===== src/rtl/ecvs_pkg.sv =====
// Shared types and constants for the enhanced clock victim selector.
package ecvs_pkg;

  // Default number of physical frames tracked.
  localparam int unsigned FRAME_COUNT_DEF = 64;

  // Width of the frame number fields on the ports.
  localparam int unsigned FRAME_W = 6;

  // Each stored entry holds {referenced, dirty}.
  localparam int unsigned ENTRY_W = 2;
  localparam int unsigned ENTRY_REF_BIT = 1;
  localparam int unsigned ENTRY_DIRTY_BIT = 0;

  // Operation codes carried by the opcode field.
  localparam logic OP_WRITE  = 1'b0;
  localparam logic OP_SELECT = 1'b1;

  // Commands from the controller to the datapath.
  typedef struct packed {
    logic clr_en;    // clearing pass: write one zero entry this cycle
    logic wr_item;   // a write transaction is accepted this cycle
    logic sel_start; // a select transaction is accepted this cycle
    logic scan_en;   // the scan evaluates one frame this cycle
  } ecvs_cmd_t;

  // Status from the datapath to the controller.
  typedef struct packed {
    logic clr_last;  // the clearing pass writes its last entry this cycle
    logic scan_done; // the scan settles on a victim this cycle
  } ecvs_sts_t;

endpackage


===== src/rtl/ecvs_ram.sv =====
// Generic simple dual-port RAM with one write port and a registered read port.
module ecvs_ram #(
  parameter int unsigned WIDTH = 2,
  parameter int unsigned DEPTH = 64
) (
  input  logic                     clk_i,
  input  logic                     we_i,
  input  logic [$clog2(DEPTH)-1:0] waddr_i,
  input  logic [WIDTH-1:0]         wdata_i,
  input  logic [$clog2(DEPTH)-1:0] raddr_i,
  output logic [WIDTH-1:0]         rdata_o
);

  logic [WIDTH-1:0] mem_q [DEPTH];
  logic [WIDTH-1:0] rdata_q;

  always_ff @(posedge clk_i) begin
    if (we_i) begin
      mem_q[waddr_i] <= wdata_i;
    end
    rdata_q <= mem_q[raddr_i];
  end

  assign rdata_o = rdata_q;

endmodule


===== src/rtl/ecvs_datapath.sv =====
// Datapath: frame status RAM, clock hand, scan registers and result register.
module ecvs_datapath #(
  parameter int unsigned FRAME_COUNT = 64
) (
  input  logic                          clk_i,
  input  logic                          rst_ni,
  input  ecvs_pkg::ecvs_cmd_t           cmd_i,
  output ecvs_pkg::ecvs_sts_t           sts_o,
  input  logic [ecvs_pkg::FRAME_W-1:0]  frame_index_i,
  input  logic                          referenced_in_i,
  input  logic                          dirty_in_i,
  output logic [ecvs_pkg::FRAME_W-1:0]  evict_frame_o,
  output logic                          victim_valid_o
);
  import ecvs_pkg::*;

  localparam int unsigned AW = $clog2(FRAME_COUNT);
  localparam int unsigned CW = ((AW > FRAME_W) ? AW : FRAME_W) + 1;
  localparam logic [AW-1:0] LAST_FRAME = AW'(FRAME_COUNT - 1);
  localparam logic [CW-1:0] FRAME_LIMIT = CW'(FRAME_COUNT);

  logic [AW-1:0] hand_q, hand_d;
  logic [AW-1:0] cur_q, cur_d;
  logic [AW-1:0] clr_q, clr_d;
  logic          lap_q, lap_d;
  logic          have_ud_q, have_ud_d, have_rc_q, have_rc_d, have_rd_q, have_rd_d;
  logic [AW-1:0] first_ud_q, first_ud_d, first_rc_q, first_rc_d, first_rd_q, first_rd_d;
  logic [FRAME_W-1:0] evict_frame_q, evict_frame_d;
  logic               victim_valid_q, victim_valid_d;

  logic               ram_we;
  logic [AW-1:0]      ram_waddr, ram_raddr;
  logic [ENTRY_W-1:0] ram_wdata, ram_rdata;

  logic          cur_ref, cur_dirty, pick_now, wrap;
  logic [AW-1:0] nxt;
  logic          ud_eff, rc_eff, rd_eff;
  logic [AW-1:0] ud_idx, rc_idx, rd_idx, victim_idx;
  logic [CW-1:0] frame_ext, victim_ext;
  logic          in_range;

  ecvs_ram #(
    .WIDTH (ENTRY_W),
    .DEPTH (FRAME_COUNT)
  ) u_ram (
    .clk_i   (clk_i),
    .we_i    (ram_we),
    .waddr_i (ram_waddr),
    .wdata_i (ram_wdata),
    .raddr_i (ram_raddr),
    .rdata_o (ram_rdata)
  );

  assign cur_ref   = ram_rdata[ENTRY_REF_BIT];
  assign cur_dirty = ram_rdata[ENTRY_DIRTY_BIT];
  assign pick_now  = !cur_ref && !cur_dirty;
  assign nxt       = (cur_q == LAST_FRAME) ? '0 : cur_q + AW'(1);
  assign wrap      = (nxt == '0);

  // Class records including the frame seen in this cycle.
  assign ud_eff = have_ud_q || (!cur_ref && cur_dirty);
  assign rc_eff = have_rc_q || (cur_ref && !cur_dirty);
  assign rd_eff = have_rd_q || (cur_ref && cur_dirty);
  assign ud_idx = have_ud_q ? first_ud_q : cur_q;
  assign rc_idx = have_rc_q ? first_rc_q : cur_q;
  assign rd_idx = have_rd_q ? first_rd_q : cur_q;

  always_comb begin
    if (pick_now) begin
      victim_idx = cur_q;
    end else if (ud_eff) begin
      victim_idx = ud_idx;
    end else if (rc_eff) begin
      victim_idx = rc_idx;
    end else if (rd_eff) begin
      victim_idx = rd_idx;
    end else begin
      victim_idx = '0;
    end
  end

  assign frame_ext  = CW'(frame_index_i);
  assign in_range   = frame_ext < FRAME_LIMIT;
  assign victim_ext = CW'(victim_idx);

  assign sts_o.clr_last  = (clr_q == LAST_FRAME);
  assign sts_o.scan_done = pick_now || (wrap && lap_q);

  // RAM ports. Reads run one frame ahead of the evaluation.
  always_comb begin
    ram_we    = 1'b0;
    ram_waddr = cur_q;
    ram_wdata = '0;
    if (cmd_i.clr_en) begin
      ram_we    = 1'b1;
      ram_waddr = clr_q;
    end else if (cmd_i.wr_item) begin
      ram_we    = in_range;
      ram_waddr = frame_ext[AW-1:0];
      ram_wdata = {referenced_in_i, dirty_in_i};
    end else if (cmd_i.scan_en && !pick_now) begin
      ram_we    = 1'b1;
      ram_waddr = cur_q;
      ram_wdata = {1'b0, cur_dirty};
    end
    ram_raddr = cmd_i.sel_start ? hand_q : nxt;
  end

  always_comb begin
    hand_d         = hand_q;
    cur_d          = cur_q;
    clr_d          = clr_q;
    lap_d          = lap_q;
    have_ud_d      = have_ud_q;
    have_rc_d      = have_rc_q;
    have_rd_d      = have_rd_q;
    first_ud_d     = first_ud_q;
    first_rc_d     = first_rc_q;
    first_rd_d     = first_rd_q;
    evict_frame_d  = evict_frame_q;
    victim_valid_d = victim_valid_q;
    if (cmd_i.clr_en) begin
      clr_d = clr_q + AW'(1);
    end
    if (cmd_i.wr_item) begin
      evict_frame_d  = '0;
      victim_valid_d = 1'b0;
    end
    if (cmd_i.sel_start) begin
      cur_d     = hand_q;
      lap_d     = 1'b0;
      have_ud_d = 1'b0;
      have_rc_d = 1'b0;
      have_rd_d = 1'b0;
    end
    if (cmd_i.scan_en) begin
      if (pick_now) begin
        hand_d = cur_q;
      end else begin
        hand_d     = nxt;
        cur_d      = nxt;
        lap_d      = lap_q || wrap;
        have_ud_d  = ud_eff;
        have_rc_d  = rc_eff;
        have_rd_d  = rd_eff;
        first_ud_d = ud_idx;
        first_rc_d = rc_idx;
        first_rd_d = rd_idx;
      end
      if (sts_o.scan_done) begin
        evict_frame_d  = victim_ext[FRAME_W-1:0];
        victim_valid_d = 1'b1;
      end
    end
  end

  always_ff @(posedge clk_i or negedge rst_ni) begin
    if (!rst_ni) begin
      hand_q    <= '0;
      clr_q     <= '0;
      lap_q     <= 1'b0;
      have_ud_q <= 1'b0;
      have_rc_q <= 1'b0;
      have_rd_q <= 1'b0;
    end else begin
      hand_q    <= hand_d;
      clr_q     <= clr_d;
      lap_q     <= lap_d;
      have_ud_q <= have_ud_d;
      have_rc_q <= have_rc_d;
      have_rd_q <= have_rd_d;
    end
  end

  always_ff @(posedge clk_i) begin
    cur_q          <= cur_d;
    first_ud_q     <= first_ud_d;
    first_rc_q     <= first_rc_d;
    first_rd_q     <= first_rd_d;
    evict_frame_q  <= evict_frame_d;
    victim_valid_q <= victim_valid_d;
  end

  assign evict_frame_o  = evict_frame_q;
  assign victim_valid_o = victim_valid_q;

endmodule


===== src/rtl/ecvs_ctrl.sv =====
// Controller: clearing pass, idle and scan sequencing, and the handshakes.
module ecvs_ctrl (
  input  logic                clk_i,
  input  logic                rst_ni,
  input  logic                in_valid_i,
  output logic                in_ready_o,
  input  logic                opcode_i,
  output logic                out_valid_o,
  input  logic                out_ready_i,
  output ecvs_pkg::ecvs_cmd_t cmd_o,
  input  ecvs_pkg::ecvs_sts_t sts_i
);
  import ecvs_pkg::*;

  localparam logic [1:0] ST_CLEAR = 2'd0;
  localparam logic [1:0] ST_IDLE  = 2'd1;
  localparam logic [1:0] ST_SCAN  = 2'd2;

  logic [1:0] state_q, state_d;
  logic       out_valid_q, out_valid_d;
  logic       accept, scan_finish;

  assign in_ready_o  = (state_q == ST_IDLE) && (!out_valid_q || out_ready_i);
  assign accept      = in_valid_i && in_ready_o;
  assign scan_finish = (state_q == ST_SCAN) && sts_i.scan_done;

  assign cmd_o.clr_en    = (state_q == ST_CLEAR);
  assign cmd_o.wr_item   = accept && (opcode_i == OP_WRITE);
  assign cmd_o.sel_start = accept && (opcode_i == OP_SELECT);
  assign cmd_o.scan_en   = (state_q == ST_SCAN);

  always_comb begin
    state_d = state_q;
    case (state_q)
      ST_CLEAR: begin
        if (sts_i.clr_last) begin
          state_d = ST_IDLE;
        end
      end
      ST_IDLE: begin
        if (cmd_o.sel_start) begin
          state_d = ST_SCAN;
        end
      end
      ST_SCAN: begin
        if (sts_i.scan_done) begin
          state_d = ST_IDLE;
        end
      end
      default: state_d = ST_CLEAR;
    endcase
  end

  always_comb begin
    out_valid_d = out_valid_q;
    if (out_valid_q && out_ready_i) begin
      out_valid_d = 1'b0;
    end
    if (cmd_o.wr_item || scan_finish) begin
      out_valid_d = 1'b1;
    end
  end

  always_ff @(posedge clk_i or negedge rst_ni) begin
    if (!rst_ni) begin
      state_q     <= ST_CLEAR;
      out_valid_q <= 1'b0;
    end else begin
      state_q     <= state_d;
      out_valid_q <= out_valid_d;
    end
  end

  assign out_valid_o = out_valid_q;

endmodule


===== src/rtl/enhanced_clock_victim_select.sv =====
// Timing: a write transaction yields its result in the cycle after acceptance; a select
// evaluates one frame per cycle, paced by the status RAM read port.
// Transactions go one at a time: a write every cycle while results are taken, none during a scan.
// Reset: the hand goes to frame 0 and a clearing pass zeroes every frame's referenced and
// dirty bits; in_ready_o stays low until that pass is finished.
module enhanced_clock_victim_select #(
  parameter int unsigned FRAME_COUNT = ecvs_pkg::FRAME_COUNT_DEF
) (
  input  logic                         clk_i,
  input  logic                         rst_ni,
  input  logic                         in_valid_i,
  output logic                         in_ready_o,
  input  logic                         opcode_i,
  input  logic [ecvs_pkg::FRAME_W-1:0] frame_index_i,
  input  logic                         referenced_in_i,
  input  logic                         dirty_in_i,
  output logic                         out_valid_o,
  input  logic                         out_ready_i,
  output logic [ecvs_pkg::FRAME_W-1:0] evict_frame_o,
  output logic                         victim_valid_o
);
  import ecvs_pkg::*;

  // The controller owns the state machine and both handshakes. The datapath
  // keeps the per-frame status bits in a RAM, the clock hand, the first frame
  // seen of each class during a scan, and the registered result.
  ecvs_cmd_t cmd;
  ecvs_sts_t sts;

  ecvs_ctrl u_ctrl (
    .clk_i       (clk_i),
    .rst_ni      (rst_ni),
    .in_valid_i  (in_valid_i),
    .in_ready_o  (in_ready_o),
    .opcode_i    (opcode_i),
    .out_valid_o (out_valid_o),
    .out_ready_i (out_ready_i),
    .cmd_o       (cmd),
    .sts_i       (sts)
  );

  // During a scan the RAM read for the next frame is issued in the same cycle
  // that the current frame is evaluated and its referenced bit cleared, so
  // the hand moves one frame per cycle. A scan ends either on the first
  // unreferenced clean frame or when the hand wraps to zero for the second
  // time, where the recorded class candidates are ranked.
  ecvs_datapath #(
    .FRAME_COUNT (FRAME_COUNT)
  ) u_datapath (
    .clk_i           (clk_i),
    .rst_ni          (rst_ni),
    .cmd_i           (cmd),
    .sts_o           (sts),
    .frame_index_i   (frame_index_i),
    .referenced_in_i (referenced_in_i),
    .dirty_in_i      (dirty_in_i),
    .evict_frame_o   (evict_frame_o),
    .victim_valid_o  (victim_valid_o)
  );

`ifndef SYNTH
  // A select transaction occupies the block until its scan completes.
  a_select_blocks: assert property (@(posedge clk_i) disable iff (!rst_ni)
    (in_valid_i && in_ready_o && opcode_i == OP_SELECT) |=> !in_ready_o)
    else $error("input accepted right after a select transaction");

  // A write transaction produces its result in the following cycle.
  a_write_result: assert property (@(posedge clk_i) disable iff (!rst_ni)
    (in_valid_i && in_ready_o && opcode_i == OP_WRITE) |=> (out_valid_o && !victim_valid_o))
    else $error("write transaction did not produce a write result");

  // Results of write transactions always carry frame zero.
  a_write_frame_zero: assert property (@(posedge clk_i) disable iff (!rst_ni)
    (out_valid_o && !victim_valid_o) |-> (evict_frame_o == '0))
    else $error("write result carries a nonzero frame");
`endif

endmodule


===== config.mk =====
export PLATFORM = sky130hd
export DESIGN_NAME = enhanced_clock_victim_select
export DESIGN_NICKNAME = d
export VERILOG_FILES = /design/src/rtl/ecvs_pkg.sv /design/src/rtl/ecvs_ram.sv /design/src/rtl/ecvs_datapath.sv /design/src/rtl/ecvs_ctrl.sv /design/src/rtl/enhanced_clock_victim_select.sv
export SDC_FILE = /design/constraint.sdc
export NUM_CORES = 1
export LEC_CHECK = 0
export BUFFER_PORTS_ARGS = -buffer_cell sky130_fd_sc_hd__buf_2
export CAP_MARGIN = 0
export CORE_MARGIN = 3
export CORE_UTILIZATION = 60
export CTS_BUF_LIST = sky130_fd_sc_hd__clkbuf_8
export DETAILED_ROUTE_END_ITERATION = 10
export PLACE_DENSITY_LB_ADDON = 0.15
export SLEW_MARGIN = 20
export SYNTH_ARGS = -nofsm -noshare
export SYNTH_HDL_FRONTEND = slang
export SYNTH_SLANG_ARGS = --single-unit

===== constraint.sdc =====
create_clock -name clk_i -period 4.65 [get_ports clk_i]
set_input_delay 0.93 -clock clk_i [delete_from_list [all_inputs] [get_ports clk_i]]
set_output_delay 0.93 -clock clk_i [all_outputs]
set_load 0.01 [all_outputs]

==> results.json <==
{
  "cts_buffer_depth": 2,
  "min_period_ns": 3.750,
  "regArea_sq_um": 5160,
  "pwr-share-seq": 0.600,
  "die_height_um": 123.0,
  "synth_area_per_cell_sq_um": 11.90,
  "initial_core_util": 0.6177,
  "synth.top_cell.area_share": 0.5338,
  "cts.sinks": 180,
  "p_per_area_nw_per_um2": 321.5,
  "fin_skew_ns": 0.01054,
  "synth_edf_count": 146,
  "finalWeightedCongestion": 0.8996,
  "finalSetupTns_ns": 0,
  "fin_nets": 724,
  "p_comb_frac": 0.007,
  "post-cts-setup-buffers": 0,
  "final_cell_mix": "edfxtp_1 (146), nor2_1 (94), nand2_1 (91), o21ai_0 (36), and3_1 (30)",
  "track_usage": 0.2663,
  "cp_data_arrival_time_ns": 4.07,
  "hpwl_mm": 13.29,
  "post_drt_wl_per_cell_um": 21.59,
  "worstPathMaxFanout": 16,
  "synthArstFlopShare": 0.1056,
  "ant_nets": 0,
  "port_buffers": 21,
  "fin_ws_ns": 0.8995,
  "fin_crit_sh": 0.8065,
  "cts_hold_buf": 0,
  "cts.clk_slew.worst_paths_ns": 0.09,
  "finalHoldViolCount": 0,
  "ys_seq_area_frac": 0.6283,
  "num_vias": 5710,
  "setup-violations-final": 0,
  "critPathCaptureType": "register",
  "hold_path.class": "in2async",
  "synth_flop_cell": "edfxtp_1",
  "row_count": 42,
  "antenna_found_initial": 0,
  "cts-resized-gates": 0,
  "pwr-share-clk": 0.393,
  "syn_to_final_growth_pct": 8.470,
  "mostFrequentLayoutCell": "edfxtp_1",
  "diodes": 0,
  "dpl_worst_slack_ns": 0.7588,
  "leakagePower_nw": 3.092,
  "multi_input_area_sq_um": 2867,
  "yosys_register_bits": 180,
  "crit_path_start_kind": "register",
  "synthTopCellsByArea": "edfxtp_1 (53%), dfrtp_1 (5.8%), nor2_1 (4.3%)",
  "critPathRequiredTime_ns": 4.97,
  "maxSlewViolCount": 0,
  "drcViolationCount": 0,
  "clk-insertion-delay-late_ns": 0.46,
  "core_area_sq_um": 13300,
  "reg2reg_from": "u_datapath.cur_q[0]",
  "synth_fp_nets": 706,
  "vias_per_cell": 6.366,
  "slowest_stage": "o21a_1",
  "post-route-util": 0.6701,
  "cts_buffers": 17,
  "critPathMaxStageDelay_ns": 0.75,
  "timing.fmax_mhz": 266.6,
  "p_int_mw": 2.304,
  "netlist_area_sq_um": 8213,
  "swShare": 0.1954,
  "peakVddDrop_mv": 0.2059,
  "synthDistinctLibCells": 66,
  "htreeDepth": 4,
  "die_w_um": 123.0,
  "grt_pass1_wl_mm": 30.07,
  "drt_iter0_markers": 679,
  "yosys_warnings": 0,
  "drv_cap": 0,
  "netlist_instances": 690,
  "hold_slack_ns": 0.4237,
  "cts_tree": "built",
  "path_class": "reg2reg",
  "grt_max_degree": 65,
  "worst_pin_slew_ns": 0.8856,
  "pin_count": 22,
  "fillers": 994,
  "synth_largest_area_cell": "edfxtp_1",
  "grt_overflow": 0,
  "clock-root-buffer": "clkbuf_8",
  "total_power_mw": 2.864,
  "grt_pass1_vias": 5455,
  "crit_start": "u_datapath.cur_q[0]",
  "switchingPower_mw": 0.5596,
  "relSlewSlack": 0.4096,
  "drive_above_1_share": 0.1193,
  "path_cells": "ha_1, nand3_2, o21ai_1, o21a_1, buf_4, mux2i_1, a221oi_1, a2111oi_0, nor4_1",
  "wirelength_mm": 19.37,
  "first_pass_iters": 5,
  "status": "finished, final reports clean",
  "rsz0062_at_grt": "no",
  "die_area_sq_um": 15130
}
==> through the flow <==
step	area [sq um]	cells
after CTS	8905	897
after detailed placement	8483	865
final	8909	897
after floorplan	8213	690
after global routing	8909	897
after global placement	8483	865
==> routing by layer <==
metal / up-vias / routed length, um / global-route usage
li1: 2636 / - / -
met1: 2810 / 7993 / 0.3474
met2: 225 / 9754 / 0.4530
met3: 39 / 1135 / 0.04346
met4: 0 / 482 / 0.09827
met5: - / 0 / 0
==> path summary, 6_finish.rpt <==
kind | to | slack, ns | cells past startpoint
setup / recovery | u_datapath.u_ram.rdata_o[1] | 0.90 | 9
hold / removal | u_ctrl.state_q[1] | 0.42 | 1
setup reg to reg | u_datapath.u_ram.rdata_o[1] | 0.90 | 9
hold reg to reg | u_datapath.victim_valid_o | 0.45 | 2
max in group asynchronous | u_datapath.hand_q[5] | 3.88 | 1
min in group clk_i | u_datapath.victim_valid_o | 0.45 | 2
==> layout make-up <==
| cell class | instances | share of cell area |
|---|---|---|
| well taps | 176 | 0.02472 |
| repair buffers | 34 | 0.02275 |
| clock inverters | 15 | 0.02107 |
| flip-flops and latches | 180 | 0.5792 |
| inverters | 10 | 0.004213 |
| clock buffers | 17 | 0.02626 |
| multi-input cells | 465 | 0.3218 |
==> kinds of logic after synthesis <==
family,after synthesis,share of synthesized area
and+or+nand+nor,260,0.1447
DFF,180,0.6283
AOI/OAI and AO/OA,154,0.1338
buffers and inverters,45,0.02468
muxes,38,0.05317
xor gates and xnor gates,9,0.009598
adders and majority gates,4,0.005790
==> power by group through the flow <==
stage          clock [mW]  combinational (mW)  sequential (mW)
6_report             1.12              0.0197             1.72
5_1_grt              1.21              0.0220             1.72
4_1_cts              1.14              0.0198             1.72
3_5_place_dp            0              0.0197             1.76
3_3_place_gp            0              0.0193             1.76
2_1_floorplan           0             0.00900             1.75
==> cell usage after synthesis (2+ instances only) <==
| library cell | n |
|---|---|
| a22o_1 | 3 |
| inv_1 | 10 |
| and3_1 | 31 |
| edfxtp_1 | 146 |
| o211ai_1 | 5 |
| a22oi_1 | 5 |
| or3_1 | 2 |
| o22ai_1 | 2 |
| and2b_1 | 2 |
| a211oi_1 | 29 |
| mux4_2 | 4 |
| o21ai_1 | 6 |
| o221ai_1 | 5 |
| nor2b_1 | 5 |
| nand4_1 | 4 |
| buf_2 | 9 |
| a21oi_1 | 12 |
| o21ai_0 | 36 |
| a311oi_1 | 12 |
| nand3_1 | 6 |
| a2111oi_0 | 7 |
| a31oi_1 | 5 |
| nand2b_1 | 6 |
| ha_1 | 3 |
| a221oi_1 | 7 |
| mux2i_1 | 29 |
| a21o_1 | 5 |
| mux2_2 | 5 |
| nor2_1 | 95 |
| clkbuf_1 | 23 |
| dfrtp_1 | 19 |
| nor3_1 | 2 |
| nand2_1 | 91 |
| nor4_1 | 3 |
| xnor2_1 | 8 |
| and2_1 | 4 |
| dfxtp_1 | 15 |
==> worst max-delay path: cells and delay by family (launching register included) <==
| kind | cells | cell delay (ns) |
|---|---|---|
| buffers and inverters | 1 | 0.38 |
| adder cells (fa/ha/maj) | 1 | 0.38 |
| AND/OR/NAND/NOR | 2 | 0.30 |
| multiplexers | 1 | 0.23 |
| flip-flops | 1 | 0.55 |
| AO/OA/AOI/OAI | 4 | 1.76 |
==> registers in the layout, summed over array words and instances (netlist names) <==
signal,count
u_datapath.clr_q,6
u_datapath.evict_frame_o,6
u_datapath.have_ud_q,1
u_datapath.cur_q,6
u_datapath.first_ud_q,6
u_datapath.hand_q,6
u_ctrl.state_q,2
u_datapath.have_rd_q,1
u_datapath.first_rd_q,6
u_datapath.first_rc_q,6
u_datapath.u_ram.rdata_o,2
u_datapath.u_ram.mem_q,128
u_datapath.lap_q,1
u_datapath.have_rc_q,1
u_ctrl.out_valid_o,1
u_datapath.victim_valid_o,1
(Power assumes the default switching activity.)
